## src/rtl/hcm_ram.sv

```systemverilog
// Generic single-port RAM with registered read.
// No dependencies.
module hcm_ram #(
  parameter int unsigned Width = 8,
  parameter int unsigned Depth = 16
) (
  input  logic                     clk_i,
  input  logic                     we_i,
  input  logic [$clog2(Depth)-1:0] addr_i,
  input  logic [Width-1:0]         wdata_i,
  output logic [Width-1:0]         rdata_o
);
  logic [Width-1:0] mem [Depth];

  always_ff @(posedge clk_i) begin
    if (we_i) begin
      mem[addr_i] <= wdata_i;
    end
    rdata_o <= mem[addr_i];
  end
endmodule

```

## config.mk

```make
export PLATFORM = sky130hd
export DESIGN_NAME = hcm_ram
export DESIGN_NICKNAME = d
export VERILOG_FILES = /design/src/rtl/hcm_ram.sv
export SDC_FILE = /design/constraint.sdc
export NUM_CORES = 1
export LEC_CHECK = 0
export BUFFER_PORTS_ARGS = -buffer_cell sky130_fd_sc_hd__buf_4
export CAP_MARGIN = 0
export CORE_MARGIN = 2
export CORE_UTILIZATION = 62
export CTS_BUF_LIST = sky130_fd_sc_hd__clkbuf_16
export DETAILED_ROUTE_END_ITERATION = 10
export PLACE_DENSITY_LB_ADDON = 0.2
export SYNTH_ARGS = -nofsm -noshare
export SYNTH_HDL_FRONTEND = slang
export SYNTH_SLANG_ARGS = --single-unit
```

## constraint.sdc

```tcl
create_clock -name clk_i -period 4.5 [get_ports clk_i]
set_clock_uncertainty 0.1 [all_clocks]
set_input_delay 0.9 -clock clk_i [delete_from_list [all_inputs] [get_ports clk_i]]
set_output_delay 0.9 -clock clk_i [all_outputs]
set_load 0.05 [all_outputs]
```

# [Word-level counts from Yosys, hierarchy flattened]
# Memory sizes are Yosys's and may differ from the RTL's. A register that Yosys moved wholly into a read port is not among the register bits.
# Index checks and enable logic that the tools add are counted.
[totals] ff_bits=0 ram_bits=128 in_bits=14 output_inout_bits=8 elab_cells=3 mem_count=1
[op_classes] mux=2
[memory_table] name="mem" depth=16 word_bits=8 rd=1 rd_clocked_by_memory_dff=1 wr=1 line_no="13" rtl="logic [Width-1:0] mem [Depth];"
[op_table] cell="two-way mux 1 bit" count=2

# [Logic depth before layout (Yosys ltp)]
[logic_depth] depth_word=2 ltp_mapped=5 ltp_nobuf=3

# [Worst setup path before layout]
# No wires, ideal clock.
[synth_timing] path_kind="input to register" start="in addr_i[2]" end="mem mem[0][0] (enable)" setup_time_ns=0.383 arrival_time_ns=2.010 t_required_ns=4.017 setup_slack_ns=2.007 cell_stages=2 n_path_buf=0 path_cell_list="or3b_2 -> nor3_1"
[synth_rtl] item="start: declaration" line_no="9" rtl="input logic [$clog2(Depth)-1:0] addr_i,"
[synth_rtl] item="end: declaration" line_no="13"
# Straight into the memory's write port.

# [Final worst setup path]
[layout_timing] start="in addr_i[2]" end="mem mem[0][2] (enable)"
# Straight into the memory's write port.

==> impl_metrics.csv <==
group,metric,value,unit
outcome,status,"completed",
synthesis,syn_inst,230,
route,num_vias,2332,
cts,post_cts_buffers,0,
placement,gp_congestion,0.7590,
sta,tightestPinTransition,1.137,ns
placement,io_buffers,21,
cts,cts_sinks,136,
grt,met1_usage,0.3460,
route,firstDrtPassIters,4,
layout,area_growth_syn_to_layout,15.68,%
route,drtIter0Drc,262,
synthesis,syn_area,5067,um2
grt,antenna_found_initial,0,
pwr,cellLeakagePower,1.917,nW
synthesis,yosysUniqueCellTypes,18,
synthesis,synth_top_area_frac,0.7585,
grt,grt_most_used_layer,"met2",
cts,ctsHoldBuffers,0,
floorplan,core,7807,um2
placement,hpwlAfterDp,5377,um
cts,cts_tree,"built",
sta,fmax,404.4,MHz
synthesis,yosysSeqAreaShare,0.7901,
sta,slew_headroom,0.2362,
critical_path,crit_type,"in2reg",
sta,slew_violations,0,
layout,regArea,4004,um2
critical_path,end_kind,"register",
cts,cts_max_level,4,
sta,final.min_clock_period,2.473,ns
sta,setup_viol,0,
run,max_cap_viol_count,0,
synthesis,syn_area_per_cell,22.03,um2
critical_path,arrival,2.40,ns
route,via_per_inst,6.235,
cts,clockRootBuffer,"clkbuf_16",
layout,layout-drive-gt1-share,0.3088,
grt,grt_max_degree,40,
sta,hold_viol,0,
critical_path,crit_path_start_kind,"input port",
sta,period_share,0.5496,
floorplan,fp.dieW,94.41,um
pwr,power.density,492.4,nW/um2
critical_path,worstPathRequired,4.43,ns
cts,cts_resized,0,
floorplan,dieHeight,94.41,um
cts,cts_buffers,17,
layout,multi_input_area,1003,um2
grt,met2_usage,0.3548,
sta,grt_setup_unrepaired,"false",
synthesis,synth_area_leader_cell,"edfxtp_1",
grt,grt.total_usage,0.2377,
grt,met3_usage,0.06464,
grt,grt_overflow,0,
cts,clockBufferDepth,2,
synthesis,yosys-top-cells-area,"edfxtp_1 (76%), mux4_2 (14%), dfxtp_1 (3.2%)",
layout,fillers,419,
sta,finalSetupTns,0,ns
critical_path,crit_fanout,8,
floorplan,rows,32,
min_path,min_path_type,"reg2reg",
floorplan,initial_utilization,0.6490,
floorplan,dieArea,8912,um2
floorplan,io_pins,22,
route,postRouteAntennaNets,0,
grt,grt_pass1_wl,13990,um
route,wl_per_cell,24.56,um
sta,whs,0.5956,ns
synthesis,ys_seq_elements,136,
synthesis,syn_nets,244,
layout,num_antenna_cells,0,
cts,cts.clk_slew.worst_paths,0.06,ns
grt,grt_pass1_vias,2341,
synthesis,ys_warn_count,0,
route,wl,9186,um
route,drc,0,
pwr,peakVddDrop,0.0003365,V
layout,final_nets,274,
cts,clock_latency,0.42,ns
[cells by family (layout without fill, tap and decap cells)]
logic type | count (synthesis) | in the layout | share of synthesized area
AOI/OAI and AO/OA | 16 | 16 | 0.02370
and+or+nand+nor | 35 | 35 | 0.03210
DFF | 136 | 136 | 0.7901
muxes | 32 | 32 | 0.1422
buffers and inverters | 11 | 53 | 0.01185
[power by group]
group / leakage [nW] / switching [W] / internal, W
clock: 0.277 / 0.000495 / 0.000805
sequential: 1.22 / 0.00000781 / 0.00142
combinational: 0.416 / 0.000103 / 0.0000589
[metrics by stage]
| stage | power, W | util | instance area, um2 | setup WS [ns] | cells |
|---|---|---|---|---|---|
| after floorplan | 0.001552 | - | 5067 | 2.007 | 230 |
| after global placement | 0.001610 | 0.6788 | 5300 | 1.623 | 343 |
| after detailed placement | 0.001614 | 0.6788 | 5300 | 1.591 | 343 |
| after CTS | 0.002905 | 0.7508 | 5862 | 2.006 | 374 |
| after global routing | 0.002970 | 0.7508 | 5862 | 1.864 | 374 |
| final | 0.002887 | 0.7508 | 5862 | 2.027 | 374 |
[area by class of cell]
| type | instances | share of cell area |
|---|---|---|
| Clock buffer | 17 | 0.07257 |
| Clock inverter | 14 | 0.02327 |
| Multi-Input combinational cell | 83 | 0.1712 |
| Sequential cell | 136 | 0.6830 |
| Tap cell | 102 | 0.02177 |
| Timing Repair Buffer | 22 | 0.02817 |
[synthesized netlist by cell type]
cell	n
buf_2	2
nand2b_1	2
nor3_1	4
clkbuf_1	2
clkbuf_2	1
mux4_2	32
nor2_1	13
nand2_1	9
nor2b_1	2
edfxtp_1	128
buf_1	4
dfxtp_1	8
or3b_2	1
and2_1	1
buf_6	2
nand3_1	1
nand3b_1	2
a22oi_1	16
[final timing paths]
path	endpoint	from	slack [ns]	cells after the start
max	mem[0][2]	addr_i[2]	2.03	3
max reg2reg	rdata_o[3]	mem[2][3]	3.00	3
min	rdata_o[3]	mem[11][3]	0.60	3
min reg2reg	rdata_o[3]	mem[11][3]	0.60	3
[state kept, by name, summed over array words and instances (netlist names)]
name,flops
mem,128
rdata_o,8
[worst max-delay path, stage by stage]
cell and delay [ns]:
buf_4 0.14, or3b_2 0.50, nor3_1 0.85
[per-layer routing]
metal	vias up	wire, um
met1	1191	3715
li1	1025	-
met2	105	4622
met4	0	104
met5	-	0
met3	11	743
[layout by cell type (no fill, tap or decap), drive strengths merged]
cell	instances
a22oi	16
and2	1
nand2	9
or3b	1
clkbuf	17
dfxtp	8
nor2	13
nand3	1
bufinv	2
nor2b	2
clkinv	6
buf	22
clkinvlp	3
edfxtp	128
nor3	4
inv	3
mux4	32
nand2b	2
nand3b	2
(Power assumes the default switching activity.)
