**config.mk**
```make
export PLATFORM = sky130hd
export DESIGN_NAME = hcm_div
export DESIGN_NICKNAME = d
export VERILOG_FILES = /design/src/rtl/hcm_pkg.sv /design/src/rtl/hcm_div.sv
export SDC_FILE = /design/constraint.sdc
export NUM_CORES = 1
export LEC_CHECK = 0
export BUFFER_PORTS_ARGS = -buffer_cell sky130_fd_sc_hd__buf_4
export CAP_MARGIN = 20
export CORE_MARGIN = 2
export CORE_UTILIZATION = 30
export CTS_CLUSTER_SIZE = 40
export DETAILED_ROUTE_END_ITERATION = 6
export HOLD_SLACK_MARGIN = 0.12
export SLEW_MARGIN = 20
export SYNTH_ARGS = -nofsm -noshare
export SYNTH_HDL_FRONTEND = slang
export SYNTH_SLANG_ARGS = --single-unit
```
**constraint.sdc**
```tcl
create_clock -name clk_i -period 2.1 [get_ports clk_i]
set_input_delay 0.315 -clock clk_i [delete_from_list [all_inputs] [get_ports clk_i]]
set_output_delay 0.315 -clock clk_i [all_outputs]
set_load 0.005 [all_outputs]
```
**src/rtl/hcm_pkg.sv**
```systemverilog
// Package for the range/energy histogram with per-column mode table.
// Shared constants, request codes and the divider control struct.
package hcm_pkg;

  localparam int unsigned RANGE_COLUMNS_DEF = 1024;
  localparam int unsigned ENERGY_BINS_DEF   = 1024;
  localparam int unsigned COUNT_BITS_DEF    = 20;

  localparam logic [11:0] RANGE_W_RST  = 12'd64;
  localparam logic [11:0] ENERGY_W_RST = 12'd100;
  localparam logic [15:0] LIMIT_RST    = 16'd6400;

  // numerator/denominator widths of the shared divider
  localparam int unsigned DIV_NW = 48;
  localparam int unsigned DIV_DW = 20;

  typedef enum logic [1:0] {
    REQ_SCAN  = 2'd0,
    REQ_HIST  = 2'd1,
    REQ_QUERY = 2'd2,
    REQ_NOP   = 2'd3
  } req_e;

  typedef enum logic [1:0] {
    CFG_RANGE_W  = 2'd0,
    CFG_ENERGY_W = 2'd1,
    CFG_LIMIT    = 2'd2
  } cfg_e;

  typedef struct packed {
    logic start;
    logic busy;
    logic done;
  } div_ctl_t;

endpackage

```
**src/rtl/hcm_div.sv**
```systemverilog
// Radix-2 restoring divider, one quotient bit per cycle, unsigned.
// Uses hcm_pkg for widths and the control struct.
module hcm_div (
  input  logic                       clk_i,
  input  logic                       rst_ni,
  input  logic                       start_i,
  input  logic [hcm_pkg::DIV_NW-1:0] num_i,
  input  logic [hcm_pkg::DIV_DW-1:0] den_i,
  output hcm_pkg::div_ctl_t          ctl_o,
  output logic [hcm_pkg::DIV_NW-1:0] quo_o
);
  import hcm_pkg::*;

  localparam int unsigned CW = $clog2(DIV_NW + 1);

  logic [DIV_NW-1:0] quo_q, quo_d;
  logic [DIV_DW:0]   rem_q, rem_d;
  logic [DIV_DW-1:0] den_q, den_d;
  logic [CW-1:0]     cnt_q, cnt_d;
  logic              busy_q, busy_d, done_q, done_d;
  logic [DIV_DW:0]   trial;
  logic [DIV_DW+1:0] diff;

  always_comb begin
    quo_d  = quo_q;
    rem_d  = rem_q;
    den_d  = den_q;
    cnt_d  = cnt_q;
    busy_d = busy_q;
    done_d = 1'b0;
    trial  = {rem_q[DIV_DW-1:0], quo_q[DIV_NW-1]};
    diff   = {1'b0, trial} - {2'b00, den_q};
    if (start_i) begin
      quo_d  = num_i;
      rem_d  = '0;
      den_d  = den_i;
      cnt_d  = CW'(DIV_NW);
      busy_d = 1'b1;
    end else if (busy_q) begin
      if (!diff[DIV_DW+1]) begin
        rem_d = diff[DIV_DW:0];
        quo_d = {quo_q[DIV_NW-2:0], 1'b1};
      end else begin
        rem_d = trial;
        quo_d = {quo_q[DIV_NW-2:0], 1'b0};
      end
      cnt_d = cnt_q - 1'b1;
      if (cnt_q == CW'(1)) begin
        busy_d = 1'b0;
        done_d = 1'b1;
      end
    end
  end

  always_ff @(posedge clk_i or negedge rst_ni) begin
    if (!rst_ni) begin
      busy_q <= 1'b0;
      done_q <= 1'b0;
      cnt_q  <= '0;
    end else begin
      busy_q <= busy_d;
      done_q <= done_d;
      cnt_q  <= cnt_d;
    end
  end

  always_ff @(posedge clk_i) begin
    quo_q <= quo_d;
    rem_q <= rem_d;
    den_q <= den_d;
  end

  assign quo_o       = quo_q;
  assign ctl_o.start = start_i;
  assign ctl_o.busy  = busy_q;
  assign ctl_o.done  = done_q;
endmodule

```
---- After elaboration in Yosys (flattened, before gate mapping) ----
Index checks and enable logic that the tools add are counted.
cells by class
  reduce and logical (&&, ||, !) cells .... 1
  $add $sub $neg .......................... 2
  mux-type cells .......................... 12
  eq/ne operators ......................... 1
operator list
  cell                   number
  $mux W48               2
  $sub A21 B20 Y22       1
  $mux W20               1
  $mux W6                2
  $mux W1                7
  $eq A6 B1 Y1 const B   1
  $sub A6 B1 Y6 const B  1
  $reduce_bool A2 Y1     1
word-level totals
  output and inout bits ................... 51
  register bits ........................... 96
  input bits .............................. 71
  logic and storage cells ................. 22

---- Logic depth before layout (Yosys ltp) ----
  depth in word-level cells ............... 4
  depth in mapped cells ................... 10
  mapped depth without buffers ............ 10

---- Worst setup path before layout ----
OpenSTA, ideal clock, no wires.
  path kind ............................... flip-flop to flip-flop
  start ................................... register quo_q[47] (netlist: quo_o[47])
  end ..................................... register rem_q[10]
  path slack .............................. -0.217 ns
  cell stages (with the launch flop) ...... 11
  period minus slack after synthesis ...... 2.317 ns
  data arrival time ....................... 2.232 ns
  cells stage by stage .................... edfxtp_1 -> inv_1 -> ha_1 -> inv_1 -> fa_1 -> a21o_1 -> a221oi_1 -> nand2_1 -> mux2i_1 -> o21a_1 -> a211oi_1
on the way
  word-level cells in the longest chain between the ends .. 2
RTL lines
  what                    line           source
  start, declared         hcm_div.sv:16  logic [DIV_NW-1:0] quo_q, quo_d;
  start signal, assigned  hcm_div.sv:68  quo_q <= quo_d;
  $sub A21 B20 Y22        hcm_div.sv:32  diff = {1'b0, trial} - {2'b00, den_q};
  $mux W20                hcm_div.sv:40  if (!diff[DIV_DW+1]) begin
  end signal, assigned    hcm_div.sv:69  rem_q <= rem_d;
  end, declared           hcm_div.sv:17  logic [DIV_DW:0] rem_q, rem_d;
Every way passes these cells.
A chain may end at the register's enable or synchronous reset.

---- Final worst setup path ----
  start ................................... register quo_q[47] (netlist: quo_o[47])
  end ..................................... register rem_q[6]
Same word-level chain as after synthesis.

==> impl_metrics.tcl <==
set metrics [dict create \
    status "finished with violations" \
    violations "negative setup slack" \
    synth_cell_types 70 \
    vias 4700 \
    io_pins 122 \
    die_h_um 138.2 \
    fmax_mhz 436.5 \
    r2r_setup_slack_ns -0.19 \
    row_count 49 \
    antennaDiodeCount 0 \
    critPathSlowestCell "edfxtp_1" \
    fin_skew_ns 0.01183 \
    cts_tree "yes" \
    nets 775 \
    die_x_um 138.2 \
    core_um2 17840 \
    fillers 1672 \
    grt_pass1_vias 4883 \
    clkPwrFrac_pct 28.4 \
    synth_fp_nets 574 \
    ys_seq_area_share_pct 48.91 \
    drive_above_1_share_pct 50.00 \
    met1Wirelength_um 6402 \
    wl_per_cell_um 16.79 \
    grtUsageTotal_pct 16.13 \
    syn_inst 480 \
    r2r_start "quo_o[47]" \
    crit_family "compound AO/OA/AOI/OAI gates" \
    worstMarginPinSlew_ns 0.5329 \
    ys_ff_latch 96 \
    synth_top_area_cell "edfxtp_1" \
    wirelength_um 15360 \
    grt_remaining_overflow 0 \
    cp-start-kind "register" \
    hold_class "input port to register" \
    port_buffers 121 \
    grt_max_degree 49 \
    end_kind "register" \
    p_leak_nw 3.347 \
    setup_viol_count_final 17 \
    cts_sinks 96 \
    syn_area_per_cell_um2 11.26 \
    grt_first_pass_wirelength_um 25050 \
    min_period_over_period_pct 109.1 \
    worstSkewPairLatency_ns 0.36 \
    power.total_mw 5.743 \
    synth_commonest_cells "edfxtp_1 (68), mux2_2 (50), nor2_1 (36)" \
    min-delay-start "den_i[14]" \
    path_class "register to register" \
    p_per_area_nw_per_um2 730.2 \
    cts.reportedPaths.clkPinSlew_ns 0.07 \
    post-place-ws_ns -0.2079 \
    grt_antenna_before_repair 0 \
    hold_viol 0 \
    drv_cap 0 \
    cts_made_buffers 9 \
    top_layer "met4" \
    arrival_ns 2.55 \
    cts_root_buf "clkbuf_16" \
    ant_nets 0 \
    place_congestion 0.8896 \
    seqPwrFrac_pct 41.6 \
    cell_internal_pwr_mw 4.013 \
    initial_core_util_pct 30.28 \
    wl_met2_um 7498 \
    ys_top_cells_by_area "edfxtp_1 (38%), mux2_2 (10%), dfxtp_1 (7.4%)" \
    finalCriticalPeriod_ns 2.291 \
    worst_slack_ns -0.1910 \
    async_reset_ff_share_pct 8.333 \
    slew_viol_final 0 \
    synth_edf_count 68 \
    drt_pass1_iterations 5 \
    cpPeakStageDelay_ns 0.39 \
    rsz0062_at_grt "yes" \
    combPwrFrac_pct 30.1 \
    dr.first_iter.drc_count 339 \
    synth_most_common_cell "edfxtp_1" \
    critPathRequiredTime_ns 2.36 \
    worstPathCellList "inv_1 > ha_2 > inv_2 > fa_2 > a21o_1 > a221oi_4 > buf_4 > xnor2_2 > o31ai_2 > a311oi_1" \
    max_slew_margin_pct 64.47 \
    yosysTopAreaCellShare_pct 37.80 \
    syn_area_um2 5403 \
    dr_wl_met3_um 1211 \
    cp.buffers_inverters 3 \
    power.net_switching_mw 1.730 \
    yosysWarningCount 0 \
    vdd_drop_max_v 0.0004202 \
    drc 0 \
    swShare_pct 30.12 \
    die_area_um2 19100 \
    hpwl_um 11030 \
    htree_levels 3 \
    area_delta_synth_final_pct 45.58 \
    avgViaCountPerCell 5.137 \
    path_max_fanout 3 \
    clockBufferDepth 2 \
    startpoint "quo_o[47]" \
    synth_flop_cell "edfxtp_1" \
]
-- power by group through the flow --
stage                     Clock (mW)  Combinational [mW]  Sequential (mW)
after floorplan                    0               0.816             2.40
after global placement             0                1.49             2.41
after detailed placement           0                1.53             2.41
after CTS                       1.67                1.66             2.39
after global routing            1.74                1.88             2.42
final                           1.63                1.73             2.39
-- per-layer routing --
| layer | vias up | track usage, % |
|---|---|---|
| met3 | 24 | 5.785 |
| met4 | 0 | 5.156 |
| met1 | 2273 | 19.81 |
| li1 | 2225 | - |
| met5 | - | 0 |
| met2 | 178 | 26.55 |
-- cell families (layout without fill, tap and decap cells) --
logic type               count (synthesis)  after routing  share of synthesized area [%]
multiplexers                            53             53                          10.98
adder cells (fa/ha/maj)                 23             23                          5.465
flip-flops                              96             96                          48.91
XOR/XNOR                                14             14                          2.269
AND/OR/NAND/NOR                        135            135                          13.27
buffers and inverters                   57            262                          4.840
AO/OA/AOI/OAI                          102            103                          14.27
-- worst paths after layout --
check                                 end  depth (start not counted)
worst min register to register  rem_q[19]                          2
min in group asynchronous        cnt_q[5]                          2
worst min-delay path            den_q[14]                          1
max in group asynchronous        cnt_q[2]                          2
worst max register to register   rem_q[6]                         10
worst max-delay path             rem_q[6]                         10
-- flip-flops by register name, summed over array words and instances (netlist names) --
| name | count |
|---|---|
| quo_o | 48 |
| den_q | 20 |
| busy_q | 1 |
| rem_q | 20 |
| cnt_q | 6 |
| done_q | 1 |
-- through the flow --
stage / hold slack (ns) / std cells / cell area (um^2) / TNS (ns) / util [%]
after global routing: 0.1201 / 915 / 7865 / -4.065 / 44.08
after floorplan: 0.01941 / 480 / 5439 / -0.1562 / -
final: 0.1324 / 915 / 7865 / -1.636 / 44.08
after CTS: 0.1203 / 904 / 7699 / -0.9810 / 43.15
after global placement: 0.1387 / 879 / 7092 / -2.254 / 39.75
after detailed placement: 0.1394 / 879 / 7092 / -2.730 / 39.75
-- layout by cell type, fill, tap and decap left out, drive strengths merged, types with 4 or more instances in the layout --
master,count
xnor2,10
and4,5
a41oi,5
nand4,11
a311oi,8
o21ai,12
ha,22
dfxtp,20
o211ai,4
nor3b,4
nand2b,10
o21bai,4
nor3,9
a21oi,20
dfrtp,8
a21o,5
and2,5
nor2,36
clkbuf,9
inv,30
a31oi,4
buf,215
a211oi,5
xor2,4
nand2,29
nand3,8
mux2,50
o31ai,9
edfxtp,68
nor4,9
dlygate4sd3,4
-- layout make-up --
cell class                      count  area [um^2]  share of cell area (%)
Clock buffer                        9        225.2                   2.864
Clock inverter                      7        60.06                  0.7636
Inverter                           27        105.1                   1.336
Multi-Input combinational cell    328         2829                   35.97
Sequential cell                    96         2643                   33.60
Tap cell                          229        286.5                   3.643
Timing Repair Buffer              219         1717                   21.83
-- timing repair --
| action | 4_1_cts | 5_1_grt |
|---|---|---|
| gates resized for setup | 48 | 16 |
| buffers inserted | 6 | 8 |
| endpoints found under the hold margin | 8 | 3 |
| endpoints found under the setup margin | 21 | 21 |
| gates cloned | 2 | 0 |
| pin swaps | 31 | 16 |
| hold buffers | 1 | 3 |
No activity file was read; power rests on OpenSTA's default activity.
